[src/design/sfr_pkg.sv]
// shared constants and controller/datapath interface types
// for the serial frame receiver; no dependencies
package sfr_pkg;

    localparam int FRAME_DEPTH = 64;
    localparam int ADDR_W      = $clog2(FRAME_DEPTH);
    localparam int CNT_W       = ADDR_W + 1;
    localparam int LEN_W       = 6;
    localparam int BYTE_W      = 8;
    localparam int IDX_W       = 6;
    localparam int CFG_IDX_W   = 2;
    localparam int CFG_DATA_W  = 8;
    localparam int OUT_TDATA_W = 16;

    // configuration register indexes
    localparam logic [CFG_IDX_W-1:0] REG_HEADER   = 2'd0;
    localparam logic [CFG_IDX_W-1:0] REG_MIN_LEN  = 2'd1;
    localparam logic [CFG_IDX_W-1:0] REG_MAX_LEN  = 2'd2;
    localparam logic [CFG_IDX_W-1:0] REG_IDLE_LIM = 2'd3;

    // input word kinds carried on s_tuser
    localparam logic OP_BYTE = 1'b0;
    localparam logic OP_TICK = 1'b1;

    localparam logic [BYTE_W-1:0] HEADER_RESET   = 8'hAA;
    localparam logic [LEN_W-1:0]  MIN_LEN_RESET  = 6'd1;
    localparam logic [LEN_W-1:0]  MAX_LEN_RESET  = 6'd63;
    localparam logic [BYTE_W-1:0] IDLE_LIM_RESET = 8'd5;
    localparam logic [BYTE_W-1:0] IDLE_MAX       = 8'hFF;

    typedef struct packed {
        logic accept;   // input word taken this cycle
        logic rd_en;    // read frame store at drain index
        logic advance;  // output word taken, step drain index
    } sfr_cmd_t;

    typedef struct packed {
        logic emit_now; // current input word completes a good frame
        logic rd_last;  // drain index is at the final frame byte
    } sfr_sts_t;

endpackage

[src/design/serial_frame_receiver_unit.sv]
// top level of the serial frame receiver: stream ports, config port,
// controller and datapath instances; uses sfr_pkg, sfr_controller, sfr_datapath
//
//  channel   direction  payload
//  s_        in         tuser: op (0 byte, 1 tick); tdata[7:0]: rx_byte
//  m_        out        tdata[7:0]: frame_byte, [13:8]: byte_index; tlast: last
//  cfg_      in         index 0 header, 1 min length, 2 max length, 3 idle limit
//
// input words are taken one word per cycle between frames, while s_tready is high.
// after the word that completes a good frame, the frame of L+1 bytes drains byte
// by byte through a store read and then the output register; no input is taken then.
// a stalled output holds its word; drain resumes when m_tready returns.
// synchronous reset clears control state; the frame store needs no clearing.
module serial_frame_receiver_unit (
    input  logic                              aclk,
    input  logic                              aresetn,
    input  logic                              cfg_wr_en,
    input  logic [sfr_pkg::CFG_IDX_W-1:0]     cfg_index,
    input  logic [sfr_pkg::CFG_DATA_W-1:0]    cfg_data,
    input  logic                              s_tvalid,
    output logic                              s_tready,
    input  logic [sfr_pkg::BYTE_W-1:0]        s_tdata,   // [7:0] rx_byte
    input  logic                              s_tuser,   // [0] op
    output logic                              m_tvalid,
    input  logic                              m_tready,
    output logic [sfr_pkg::OUT_TDATA_W-1:0]   m_tdata,   // [7:0] frame_byte, [13:8] byte_index
    output logic                              m_tlast
);
    import sfr_pkg::*;

    sfr_cmd_t          cmd;
    sfr_sts_t          sts;
    logic [BYTE_W-1:0] out_byte;
    logic [IDX_W-1:0]  out_index;

    sfr_controller u_ctrl (
        .aclk     (aclk),
        .aresetn  (aresetn),
        .s_tvalid (s_tvalid),
        .s_tready (s_tready),
        .m_tvalid (m_tvalid),
        .m_tready (m_tready),
        .cmd      (cmd),
        .sts      (sts)
    );

    sfr_datapath u_dp (
        .aclk      (aclk),
        .aresetn   (aresetn),
        .cfg_wr_en (cfg_wr_en),
        .cfg_index (cfg_index),
        .cfg_data  (cfg_data),
        .in_op     (s_tuser),
        .in_byte   (s_tdata),
        .cmd       (cmd),
        .sts       (sts),
        .out_byte  (out_byte),
        .out_index (out_index),
        .out_last  (m_tlast)
    );

    assign m_tdata = {(OUT_TDATA_W - IDX_W - BYTE_W)'(0), out_index, out_byte};

endmodule

[src/design/sfr_datapath.sv]
// datapath: config registers, idle counter, frame assembly, checksum,
// frame store memory and drain output registers; uses sfr_pkg
module sfr_datapath (
    input  logic                            aclk,
    input  logic                            aresetn,
    input  logic                            cfg_wr_en,
    input  logic [sfr_pkg::CFG_IDX_W-1:0]   cfg_index,
    input  logic [sfr_pkg::CFG_DATA_W-1:0]  cfg_data,
    input  logic                            in_op,
    input  logic [sfr_pkg::BYTE_W-1:0]      in_byte,
    input  sfr_pkg::sfr_cmd_t               cmd,
    output sfr_pkg::sfr_sts_t               sts,
    output logic [sfr_pkg::BYTE_W-1:0]      out_byte,
    output logic [sfr_pkg::IDX_W-1:0]       out_index,
    output logic                            out_last
);
    import sfr_pkg::*;

    logic [BYTE_W-1:0] header_reg;
    logic [LEN_W-1:0]  min_len_reg;
    logic [LEN_W-1:0]  max_len_reg;
    logic [BYTE_W-1:0] idle_lim_reg;

    logic [CNT_W-1:0]  count_reg, count_next;
    logic [BYTE_W-1:0] idle_reg, idle_next;
    logic [BYTE_W-1:0] sum_reg, sum_next;
    logic [LEN_W-1:0]  len_reg, len_next;
    logic [ADDR_W-1:0] rd_idx_reg, rd_idx_next;
    logic [BYTE_W-1:0] rd_data_reg;

    logic [BYTE_W-1:0] store_mem [FRAME_DEPTH];

    logic [CNT_W-1:0]  cnt_eff;
    logic [CNT_W-1:0]  cnt_inc;
    logic [CNT_W-1:0]  len_plus;
    logic [BYTE_W-1:0] sum_add;
    logic              len_bad;
    logic              byte_emit;
    logic              wr_en;
    logic [ADDR_W-1:0] wr_addr;
    logic              take_byte;

    // config registers
    always_ff @(posedge aclk) begin
        if (!aresetn) begin
            header_reg   <= HEADER_RESET;
            min_len_reg  <= MIN_LEN_RESET;
            max_len_reg  <= MAX_LEN_RESET;
            idle_lim_reg <= IDLE_LIM_RESET;
        end else if (cfg_wr_en) begin
            unique case (cfg_index)
                REG_HEADER:   header_reg   <= cfg_data;
                REG_MIN_LEN:  min_len_reg  <= cfg_data[LEN_W-1:0];
                REG_MAX_LEN:  max_len_reg  <= cfg_data[LEN_W-1:0];
                REG_IDLE_LIM: idle_lim_reg <= cfg_data;
                default: ;
            endcase
        end
    end

    // a long silence restarts reception before this byte is looked at
    assign cnt_eff  = (idle_reg > idle_lim_reg) ? '0 : count_reg;
    assign cnt_inc  = cnt_eff + CNT_W'(1);
    assign len_plus = CNT_W'(len_reg) + CNT_W'(1);
    assign sum_add  = sum_reg + in_byte;
    assign len_bad  = (in_byte > BYTE_W'(max_len_reg)) || (in_byte < BYTE_W'(min_len_reg))
                      || (in_byte > BYTE_W'(FRAME_DEPTH - 1));
    assign take_byte = cmd.accept && (in_op == OP_BYTE);

    always_comb begin
        count_next = count_reg;
        sum_next   = sum_reg;
        len_next   = len_reg;
        idle_next  = idle_reg;
        byte_emit  = 1'b0;
        wr_en      = 1'b0;
        wr_addr    = cnt_eff[ADDR_W-1:0];

        priority if (cnt_eff == '0) begin
            if (in_byte == header_reg) begin
                wr_en      = 1'b1;
                sum_next   = '0;
                count_next = CNT_W'(1);
            end else begin
                count_next = '0;
            end
        end else if (cnt_eff == CNT_W'(1)) begin
            if (len_bad) begin
                count_next = '0;
            end else begin
                wr_en    = 1'b1;
                len_next = in_byte[LEN_W-1:0];
                sum_next = in_byte;
                if (in_byte <= BYTE_W'(1)) begin
                    // length zero or one finishes right at the length byte
                    count_next = '0;
                    byte_emit  = (in_byte == '0);
                    if (in_byte == '0) begin
                        sum_next = '0;
                    end
                end else begin
                    count_next = CNT_W'(2);
                end
            end
        end else if (cnt_eff >= CNT_W'(FRAME_DEPTH)) begin
            count_next = '0;
        end else begin
            wr_en    = 1'b1;
            sum_next = sum_add;
            if (cnt_inc >= len_plus) begin
                count_next = '0;
                byte_emit  = (sum_add == '0);
            end else begin
                count_next = cnt_inc;
            end
        end

        if (in_op == OP_TICK) begin
            idle_next = (idle_reg != IDLE_MAX) ? idle_reg + BYTE_W'(1) : idle_reg;
        end else begin
            idle_next = '0;
        end
    end

    assign sts.emit_now = (in_op == OP_BYTE) && byte_emit;
    assign sts.rd_last  = (rd_idx_reg == ADDR_W'(len_reg));

    always_comb begin
        rd_idx_next = rd_idx_reg;
        if (cmd.accept && sts.emit_now) begin
            rd_idx_next = '0;
        end else if (cmd.advance) begin
            rd_idx_next = rd_idx_reg + ADDR_W'(1);
        end
    end

    always_ff @(posedge aclk) begin
        if (!aresetn) begin
            count_reg  <= '0;
            idle_reg   <= '0;
            sum_reg    <= '0;
            len_reg    <= '0;
            rd_idx_reg <= '0;
        end else begin
            rd_idx_reg <= rd_idx_next;
            if (cmd.accept) begin
                idle_reg <= idle_next;
            end
            if (take_byte) begin
                count_reg <= count_next;
                sum_reg   <= sum_next;
                len_reg   <= len_next;
            end
        end
    end

    // frame store: at most one write per byte word, registered read for draining
    always_ff @(posedge aclk) begin
        if (take_byte && wr_en) begin
            store_mem[wr_addr] <= in_byte;
        end
        if (cmd.rd_en) begin
            rd_data_reg <= store_mem[rd_idx_reg];
        end
    end

    assign out_byte  = rd_data_reg;
    assign out_index = IDX_W'(rd_idx_reg);
    assign out_last  = sts.rd_last;

endmodule

[src/design/sfr_controller.sv]
// controller: one-hot state machine that takes input words and walks
// the drain of a verified frame; uses sfr_pkg
module sfr_controller (
    input  logic              aclk,
    input  logic              aresetn,
    input  logic              s_tvalid,
    output logic              s_tready,
    output logic              m_tvalid,
    input  logic              m_tready,
    output sfr_pkg::sfr_cmd_t cmd,
    input  sfr_pkg::sfr_sts_t sts
);
    import sfr_pkg::*;

    typedef enum logic [2:0] {
        ST_ACCEPT = 3'b001,
        ST_READ   = 3'b010,
        ST_SHOW   = 3'b100
    } sfr_state_t;

    sfr_state_t state_reg, state_next;

    assign s_tready    = (state_reg == ST_ACCEPT);
    assign m_tvalid    = (state_reg == ST_SHOW);
    assign cmd.accept  = s_tvalid && s_tready;
    assign cmd.rd_en   = (state_reg == ST_READ);
    assign cmd.advance = m_tvalid && m_tready && !sts.rd_last;

    always_comb begin
        state_next = state_reg;
        unique case (state_reg)
            ST_ACCEPT: begin
                if (cmd.accept && sts.emit_now) begin
                    state_next = ST_READ;
                end
            end
            ST_READ: begin
                state_next = ST_SHOW;
            end
            ST_SHOW: begin
                if (m_tready) begin
                    state_next = sts.rd_last ? ST_ACCEPT : ST_READ;
                end
            end
            default: state_next = ST_ACCEPT;
        endcase
    end

    always_ff @(posedge aclk) begin
        if (!aresetn) begin
            state_reg <= ST_ACCEPT;
        end else begin
            state_reg <= state_next;
        end
    end

endmodule

[config.mk]
export PLATFORM = sky130hd
export DESIGN_NAME = serial_frame_receiver_unit
export DESIGN_NICKNAME = d
export VERILOG_FILES = /design/src/design/sfr_pkg.sv /design/src/design/serial_frame_receiver_unit.sv /design/src/design/sfr_datapath.sv /design/src/design/sfr_controller.sv
export SDC_FILE = /design/constraint.sdc
export NUM_CORES = 1
export LEC_CHECK = 0
export BUFFER_PORTS_ARGS = -buffer_cell sky130_fd_sc_hd__buf_2
export CAP_MARGIN = 0
export CORE_MARGIN = 2
export CORE_UTILIZATION = 47
export CTS_BUF_LIST = sky130_fd_sc_hd__clkbuf_16
export DETAILED_ROUTE_END_ITERATION = 10
export PLACE_DENSITY_LB_ADDON = 0.05
export REMOVE_ABC_BUFFERS = 1
export SYNTH_ARGS = -nofsm -noshare
export SYNTH_HDL_FRONTEND = slang
export SYNTH_SLANG_ARGS = --single-unit
[constraint.sdc]
create_clock -name aclk -period 5.3 [get_ports aclk]
set_input_delay 0.53 -clock aclk [delete_from_list [all_inputs] [get_ports aclk]]
set_output_delay 0.53 -clock aclk [all_outputs]
set_load 0.05 [all_outputs]
; ---- Word-level counts from Yosys, hierarchy flattened
; Memory sizes are Yosys's and may differ from the RTL's. A register that Yosys moved wholly into a read port is not among the register bits.
; Cells that the tools add are included.
[totals]
reg_bits = 66
ram_bits = 512
input_bits = 24
output_inout_bits = 19
word_cells = 100
memories = 1
[memory_table]
columns = memory, depth, word_bits, rd, rd_ports_with_merged_regs, wr, line
row1 = u_dp.store_mem, 64, 8, 1, 1, 1, sfr_datapath.sv:31  ; logic [BYTE_W-1:0] store_mem [FRAME_DEPTH];
[op_classes]
addsub = 5
magnitude_cmp = 7
n_eq_ne = 16
muxes = 34
n_bitwise = 4
reduce_logical = 23
[ops]
columns = op, n
row1 = $mux 8, 9
row2 = $mux 7, 6
row3 = $logic_not 8->1, 2
row4 = $mux 1, 14
row5 = $reduce_and 2->1, 6
row6 = $pmux 3 s3, 1
row7 = $add 8x1->8 const B, 1
row8 = $add 8x8->8, 1
row9 = $eq 8x8->1, 1
row10 = $gt 8x6->1, 1
row11 = $gt 8x6->1 const B, 1
row12 = $gt 8x8->1, 1
row13 = $le 8x1->1 const B, 1
row14 = $lt 8x6->1, 1
row15 = $ne 8x8->1 const B, 1
row16 = $reduce_and 4->1, 2
row17 = $add 6x1->7 const B, 1
row18 = $add 7x1->7 const B, 1
row19 = $eq 7x1->1 const B, 1
row20 = $ge 7x7->1, 1
row21 = $ge 7x7->1 const B, 1
row22 = $logic_and 1x1->1, 7
row23 = $logic_not 7->1, 1
row24 = $add 6x1->6 const B, 1
row25 = 17 further kinds, 26

; ---- Longest topological paths before layout
; Gate-level depths: netlist of run 1.
[depth]
word_depth = 12
ltp_mapped = 20
ltp_nobuf = 20

; ---- Cells and area by module
; A second synthesis of run 1 with hierarchy kept.
[unflattened]
hier_cells = 1318
hier_area_um2 = 24287.0
[by_module_without_submodules]
columns = mod, n_inst, cells_each, area_each_um2, seq_area_each_um2
row1 = sfr_datapath, 1, 1293, 24086.9, 16876.2
row2 = sfr_controller, 1, 22, 181.4, 60.1
row3 = serial_frame_receiver_unit, 1, 3, 18.8, 0.0

; ---- Worst setup path after synthesis of run 1
; OpenSTA, ideal clock, no wires.
[synth_timing]
path_kind = register -> register
startpoint = register u_dp.idle_lim_reg[7]
endpoint = memory u_dp.store_mem[10][0] (enable)
setup_time_ns = 0.383
t_arrival_ns = 3.512
t_required_ns = 4.917
slack_ns = 1.404
stages_incl_launch_ff = 15
path_buffers = 1
synth_period_minus_slack_ns = 3.896
cell_sequence = dfxtp_1 inv_1 ha_1 nand4_1 nor2_2 nor2_1 nor2_1 nand2_1 ha_1 o31ai_1 a211oi_1 a311oi_4 or4b_1 clkbuf_1 nor3_1
[synth_between]
elab_chain_cells = 9
elab_cells_between_ends = 11
classes_between = 2 x order compare / 1 x eq/ne / 6 x mux / 2 x reduce/logical
[synth_lines]
columns = element, line
row1 = from (decl), sfr_datapath.sv:22  ; logic [BYTE_W-1:0] idle_lim_reg;
row2 = from (signal assigned), sfr_datapath.sv:55  ; REG_IDLE_LIM: idle_lim_reg <= cfg_data;
row3 = $gt 8x8->1 (*), sfr_datapath.sv:62  ; assign cnt_eff = (idle_reg > idle_lim_reg) ? '0 : count_reg;
row4 = $mux 7 (*), sfr_datapath.sv:62
row5 = $ge 7x7->1, sfr_datapath.sv:105  ; end else if (cnt_eff >= CNT_W'(FRAME_DEPTH)) begin
row6 = $mux 1, sfr_datapath.sv:105
row7 = $mux 1, sfr_datapath.sv:87  ; end else if (cnt_eff == CNT_W'(1)) begin
row8 = $mux 1, sfr_datapath.sv:79  ; priority if (cnt_eff == '0) begin
row9 = $logic_and 1x1->1, sfr_datapath.sv:159  ; if (take_byte && wr_en) begin
row10 = $mux 1, sfr_datapath.sv:159
row11 = $mux 1 (not written as such), sfr_datapath.sv:160  ; store_mem[wr_addr] <= in_byte;
row12 = to (decl), sfr_datapath.sv:31
; Every way passes the cells marked *; elsewhere a longest branch is shown, timed or not.

; ---- Worst setup path in the final report of run 1
[layout_timing]
startpoint = register u_dp.idle_lim_reg[6]
endpoint = register u_dp.rd_idx_reg[1], in the netlist u_dp.out_index[1]
[layout_between]
elab_chain_cells = 11
elab_cells_between_ends = 14
classes_between = 1 x add/sub / 3 x order compare / 1 x eq/ne / 5 x mux / 4 x reduce/logical
[layout_lines]
columns = element, line
row1 = $gt 8x8->1 (*), sfr_datapath.sv:62
row2 = $mux 7 (*), sfr_datapath.sv:62
row3 = $add 7x1->7, sfr_datapath.sv:63  ; assign cnt_inc = cnt_eff + CNT_W'(1);
row4 = $ge 7x7->1, sfr_datapath.sv:110  ; if (cnt_inc >= len_plus) begin
row5 = $mux 1, sfr_datapath.sv:110
row6 = $mux 1, sfr_datapath.sv:105
row7 = $mux 1, sfr_datapath.sv:87
row8 = $mux 1 (*), sfr_datapath.sv:79
row9 = $logic_and 1x1->1 (*), sfr_datapath.sv:125  ; assign sts.emit_now = (in_op == OP_BYTE) && byte_emit;
row10 = $logic_and 1x1->1 (*), sfr_datapath.sv:130  ; if (cmd.accept && sts.emit_now) begin
row11 = $reduce_or 2->1 (no line) (*), n/a
row12 = to (signal assigned), sfr_datapath.sv:145  ; rd_idx_reg <= rd_idx_next;
row13 = to (decl), sfr_datapath.sv:28  ; logic [ADDR_W-1:0] rd_idx_reg, rd_idx_next;
; Marks and branches as above.
; A chain may end at the register's enable or synchronous reset.

==> results of run 1 <==
[synth_stat cells, types with 2 or more instances]
master    number  area share [%]
edfxtp_1     520              64
mux4_2       168              16
nor2_1        95             1.5
nand2_1       72             1.1
dfxtp_1       66             5.4
clkbuf_1      42            0.65
ha_1          39             2.0
inv_1         30            0.46
nand3_1       25            0.52
xnor2_1       24            0.87
a21oi_1       23            0.47
nor2b_1       21            0.54
nor3_1        21            0.43
mux2i_1       20            0.83
buf_1         14            0.22
nand4_1       14            0.36
xor2_1        14            0.51
o211ai_1      11            0.34
buf_2         10            0.21
o21ai_0       10            0.21
a21boi_0       9            0.28
a21o_1         9            0.28
and3_1         7            0.18
a22o_1         5            0.18
nor3b_1        5            0.15
o31ai_1        5            0.15
or3_1          5            0.13
nand2b_1       4            0.10
a211oi_1       3           0.093
and2_1         3           0.077
nand4b_1       3            0.11
o311ai_0       3            0.11
a31oi_1        2           0.052
buf_4          2           0.062
nor4_1         2           0.052
o211a_1        2           0.083
o21a_1         2           0.062
o21bai_1       2           0.062
o31a_1         2           0.072
or2_2          2           0.052
or4b_1         2           0.083
[cell type report]
class	instances	share of cell area, %
inverter	30	0.4082
sequential	586	61.43
multi-input combinational	657	25.15
clock inverter	50	1.637
tap	680	3.084
clock buffer	61	5.533
timing repair buffer	113	2.757
[power by group]
group | leakage [nW] | total (mW) | internal (mW) | switching [mW]
combinational | 2.75 | 0.214 | 0.0565 | 0.158
sequential | 5.21 | 5.04 | 5.03 | 0.00657
clock | 1.03 | 4.23 | 2.47 | 1.76
[routing by layer]
metal	routed length (um)	up-vias	global-route usage, %
met3	2480	90	3.580
met5	0	-	0
li1	-	5595	-
met2	28320	278	36.32
met1	25170	6478	31.19
met4	1671	0	7.097
[worst max path at each step]
| stage | start | endpoint | cells past startpoint |
|---|---|---|---|
| floorplan | u_dp.out_index[0] | u_ctrl.state_reg[0] | 7 |
| global route | u_dp.idle_lim_reg[7] | u_dp.out_index[1] | 20 |
| global placement | u_dp.idle_lim_reg[7] | u_dp.store_mem[9][6] | 16 |
| detailed placement | u_dp.idle_lim_reg[6] | u_dp.store_mem[9][0] | 16 |
| finish | u_dp.idle_lim_reg[6] | u_dp.out_index[1] | 20 |
| CTS | u_dp.idle_lim_reg[7] | u_dp.store_mem[9][3] | 16 |
[worst max-delay path: stages (launching register included)]
cell and delay [ps]:
dfxtp_1 330, inv_1 50, ha_1 300, nand4_1 230
a211oi_2 570, nor2_1 80, buf_4 190, nand2_1 150
inv_1 100, ha_1 230, nand2_1 90, nor2_1 70
xnor2_1 160, ha_1 300, and3_1 170, a221o_1 140
a31oi_1 60, nor4_1 310, o2111ai_1 220, nor3_1 620
nor2_1 130
[kinds of logic (layout without fill, tap and decap cells)]
kind of cell             after synthesis  after routing  synth area share [%]
AND/OR/NAND/NOR                      286            286                 5.561
AO/OA/AOI/OAI                        102            102                 3.059
XOR/XNOR                              38             38                 1.372
flip-flops                           586            586                 69.83
buffers and inverters                 98            254                 1.599
adder cells (fa/ha/maj)               40             40                 2.094
other                                  1              2               0.01546
multiplexers                         189            189                 16.47
[stage by stage]
stage / cells / setup TNS, ps
after detailed placement: 2066 / 0
after CTS: 2177 / 0
after global placement: 2066 / 0
final: 2177 / 0
after floorplan: 1273 / -34570
after global routing: 2177 / 0
==> metrics.txt, run 1 <==
Die H=231.2 um; hold endpoint=u_dp.header_reg[7]; largest net degree at the start of global routing=70; Cells after Synth=1340; CP Class=reg2reg; vias in the first global route=12900; H-tree levels=2; Total Power=9.484 mW; Static Leak=8.990 nW; Max FO, Critical Path=12; final wirelength=57.64 mm; chip width=231.2 um; number of gates resized after cts=0; Seq cells post-synth=586; pre-CTS WS=688.6 ps; P&R area growth vs syn=13.74%; DP Area=25610 um^2; Final Critical Period=4644 ps; Critical Path RT=5780 ps; clock root cell=clkbuf_16; Main synth FF type=edfxtp_1; largest register by flop count=u_dp.store_mem; IO Pins=43; gr ovfl total=0; fillers=4089; RR Startpoint=u_dp.idle_lim_reg[6]; gpl congestion=0.8451; most common cell after layout, fill and taps aside=edfxtp_1; reg2reg setup slack=660 ps; Worst IR Drop VDD=0.0004386 V; core outline area=51200 um^2; Finish-stage setup viols=0; Final ANT Viol Nets=0; synth unique cells=63; first-pass GRT wire length=86.13 mm; pwr dens=343.8 nW/um^2; via/cell ratio=5.715; WL/cell=26.48 um; Worst slew margin=33.92%; Hold Worst Slack=187.4 ps; initial DRC count=958; worst hold start=cfg_data[7]; number of port buffers=40; Post-synth ARST share=0%; Seq/Total Area, Yosys=69.83%; 1st-pass router iterations=6; startpoint type of the worst setup path=register; fmax=215.3 MHz; Ys Warns=0; crit end category=register; Clock Latency Late Sink=620 ps; Final Cell Area=27590 um^2; vias=12440; syn avg cell area=18.10 um^2; total area of sequential cells=16950 um^2; period utilisation layout=87.63%; drt drc=0; Worst Reg-to-Reg Cells=20; Worst Slack Setup Final=655.7 ps; Worst-Margin Slew=991.2 ps; Multi-input gate area=6939 um^2; initial antenna violation count=1; clock tree buffer depth=3; RSZ-0062 raised after global routing=false; Die Area=53440 um^2; CTS tree=done; Cell Rows=83; fin. max-slew vios=0; Post-CTS Setup Inserts=0; clock skew=15.01 ps; post-DP HPWL=36.63 mm; share of layout cells above drive strength 1=25.85%; most frequent cells in the layout=edfxtp_1, mux4_2, nor2_1; CTS Hold Bufs=0; Clock Sinks=586; All-Layer GR Usage=22.34%; depth of the worst hold-timing path=3; Hold Path Class=in2reg; clock-pin transition on the worst setup and hold timing paths=60 ps; Post-synth EDFFs=520; effective utilization at floorplan=47.37%; ant diodes=0; final hold violation count=0; Worst R2R End=u_dp.out_index[1]; fin nets=1512; status=finished, final reports clean; Max Cap Viol=0; max reg flops=512; CTS Buf Count=60; CP arrival=5120 ps; Cell Area, Synth=24250 um^2; utilization after layout=53.88%
Note: power is estimated with default switching activity, not from simulation.
==> run 2, diff against run 1 <==
--- a/config.mk
+++ b/config.mk
@@ -15,4 +15,5 @@
 export REMOVE_ABC_BUFFERS = 1
 export SYNTH_ARGS = -nofsm -noshare
 export SYNTH_HDL_FRONTEND = slang
+export SYNTH_HIERARCHICAL = 1
 export SYNTH_SLANG_ARGS = --single-unit
==> metrics.txt, run 2 <==
Cell Rows=83 (unchanged); Clock Latency Late Sink=610 ps (was 620 ps); number of gates resized after cts=0 (unchanged); crit end category=register (unchanged); Synth top area share=64.29% (was 64.38%); Top Family by Delay on Critical Path=simple AND/OR/NAND/NOR gates (unchanged); Total Power=9.234 mW (was 9.484 mW); Worst IR Drop VDD=0.0002739 V (was 0.0004386 V); fin nets=1491 (was 1512); Worst slew margin=19.64% (was 33.92%); P&R area growth vs syn=13.45% (was 13.74%); Final Cell Area=27550 um^2 (was 27590 um^2); Critical Path RT=5810 ps (was 5780 ps); startpoint type of the worst setup path=register (unchanged); Die H=231.3 um (was 231.2 um); WL/cell=27.34 um (was 26.48 um); CP Buf/Inv Count=3 (unchanged); via/cell ratio=5.891 (was 5.715); Post-CTS Setup Inserts=0 (unchanged); most frequent cells in the layout=edfxtp_1, mux4_2, buf_4 (was edfxtp_1, mux4_2, nor2_1); Worst Slack Setup Final=522.8 ps (was 655.7 ps); period utilisation layout=90.14% (was 87.63%); Cell Area, Synth=24290 um^2 (was 24250 um^2); number of port buffers=40 (unchanged); area leader, netlist=edfxtp_1 (unchanged); clock skew=15.80 ps (was 15.01 ps); pwr dens=335.2 nW/um^2 (was 343.8 nW/um^2); max reg flops=512 (unchanged); Die Area=53510 um^2 (was 53440 um^2); CTS Hold Bufs=0 (unchanged); CP arrival=5280 ps (was 5120 ps); Finish-stage setup viols=0 (unchanged); synth unique cells=60 (was 63); Post-synth EDFFs=520 (unchanged); Worst-Margin Slew=1200 ps (was 991.2 ps); 1st-pass router iterations=5 (was 6); top post-synthesis cells by count=edfxtp_1, mux4_2, dfxtp_1 (was edfxtp_1, mux4_2, nor2_1); worst path cell trace=inv_1 -> ha_1 -> and4_1 -> nand2_1 -> nand2_1 -> o21a_1 -> nand2_1 -> buf_4 -> inv_1 -> ha_1 -> nand3_1 -> xor2_1 -> nor2_1 -> ha_1 -> a21o_1 -> a21oi_1 -> o21ai_0 -> a21oi_1 -> o21ai_1 -> and3b_1 -> nand3_1 -> o22ai_1 -> and3b_1 (was inv_1 -> ha_1 -> nand4_1 -> a211oi_2 -> nor2_1 -> buf_4 -> nand2_1 -> inv_1 -> ha_1 -> nand2_1 -> nor2_1 -> xnor2_1 -> ha_1 -> and3_1 -> a221o_1 -> a31oi_1 -> nor4_1 -> o2111ai_1 -> nor3_1 -> nor2_1); largest cells by area after synthesis=edfxtp_1, mux4_2, dfxtp_1 (unchanged); core outline area=51200 um^2 (unchanged); final wirelength=58.87 mm (was 57.64 mm); H-tree levels=2 (unchanged); first-pass GRT wire length=87.51 mm (was 86.13 mm); RSZ-0062 raised after global routing=false (unchanged); most common cell after layout, fill and taps aside=edfxtp_1 (unchanged); Final Critical Period=4777 ps (was 4644 ps); top-count cell post-synth=edfxtp_1 (unchanged); initial antenna violation count=6 (was 1); Crit-path slowest cell=o21a_1 (was nor3_1); Hold Path Class=in2reg (unchanged); Final ANT Viol Nets=0 (unchanged); status=finished, final reports clean (unchanged); Hold Worst Slack=177.4 ps (was 187.4 ps); largest register by flop count=u_dp/store_mem (was u_dp.store_mem); gpl congestion=0.8200 (was 0.8451); ant diodes=0 (unchanged); clock-pin transition on the worst setup and hold timing paths=60 ps (about the same); Post-synth ARST share=0% (unchanged); Ys Warns=6 (was 0); gr ovfl total=0 (unchanged); DP Area=25730 um^2 (was 25610 um^2); CTS tree=done (unchanged); fmax=209.3 MHz (was 215.3 MHz); drt drc=0 (unchanged); All-Layer GR Usage=22.70% (was 22.34%); clock root cell=clkbuf_16 (unchanged); vias=12680 (was 12440); IO Pins=43 (unchanged); final hold violation count=0 (unchanged); Static Leak=8.893 nW (was 8.990 nW); Clock Sinks=586 (unchanged); fin. max-slew vios=0 (unchanged); Max Cap Viol=0 (unchanged); Seq cells post-synth=586 (unchanged); Max FO, Critical Path=18 (was 12); syn avg cell area=18.43 um^2 (was 18.10 um^2); largest net degree at the start of global routing=69 (was 70); Seq/Total Area, Yosys=69.73% (was 69.83%); effective utilization at floorplan=47.44% (was 47.37%); post-DP HPWL=36.88 mm (was 36.63 mm); clock tree buffer depth=3 (unchanged); pre-CTS WS=607.5 ps (was 688.6 ps); vias in the first global route=12870 (was 12900); Cells after Synth=1318 (was 1340); CTS Buf Count=59 (was 60); slowest stage delay, CP=390 ps (was 620 ps); chip width=231.3 um (was 231.2 um); share of layout cells above drive strength 1=26.75% (was 25.85%); initial DRC count=1096 (was 958); CP Class=reg2reg (unchanged); Main synth FF type=edfxtp_1 (unchanged); setup TNS=0 ps (unchanged)
==> run 2: worst min-delay path: cells and delay by family <==
family	cells	cell delay, ps
buf+inv	1	110
simple gates	1	50
compound gates	1	50
==> run 2: power breakdown <==
| group | total (mW) | switching [mW] | internal, mW |
|---|---|---|---|
| Combinational | 0.242 | 0.179 | 0.0629 |
| Sequential | 5.04 | 0.00624 | 5.03 |
| Clock | 3.96 | 1.71 | 2.25 |
| Total | 9.23 | 1.89 | 7.34 |
==> run 2: cell families (layout without fill, tap and decap cells) <==
kind of cell | after synthesis | in the layout | synth area share [%]
compound gates | 97 | 97 | 2.849
other cells | 1 | 2 | 0.01544
flops | 586 | 586 | 69.73
buf+inv | 107 | 261 | 1.989
fa+ha+maj | 40 | 40 | 2.092
xor+xnor | 41 | 41 | 1.479
simple gates | 248 | 248 | 5.023
mux | 198 | 198 | 16.82
==> run 2: routing by layer <==
| metal | wire length [um] | part of all wire [%] | vias up | track usage, % |
|---|---|---|---|---|
| met5 | 28 | 0.048 | - | 0 |
| met4 | 1258 | 2.1 | 4 | 5.685 |
| met3 | 3662 | 6.2 | 78 | 4.060 |
| met2 | 28100 | 48 | 415 | 35.90 |
| met1 | 25820 | 44 | 6607 | 32.95 |
| li1 | - | - | 5579 | - |
==> run 2: final timing paths <==
path	start	end	slack (ps)	cells after the start
max reg2reg	u_dp/idle_lim_reg[5]	u_ctrl/state_reg[1]	520	23
min	cfg_data[6]	u_dp/idle_lim_reg[6]	180	3
min reg2reg	u_dp/idle_lim_reg[1]	u_dp/idle_lim_reg[1]	460	2
max	u_dp/idle_lim_reg[5]	u_ctrl/state_reg[1]	520	23
==> run 2: layout make-up <==
type                            instances  area, um^2
Fill cell                            4068       23650
Multi-Input combinational cell        626        6935
Clock inverter                         48       345.3
Sequential cell                       586       16950
Clock buffer                           59        1476
Timing Repair Buffer                  122       878.3
Tap cell                              680       850.8
Inverter                               32       120.1
==> run 2: metrics by stage <==
stage,std cells,util (%)
final,2153,53.82
after floorplan,1244,-
after global routing,2153,53.82
after detailed placement,2046,50.26
after CTS,2153,53.82
after global placement,2046,50.26
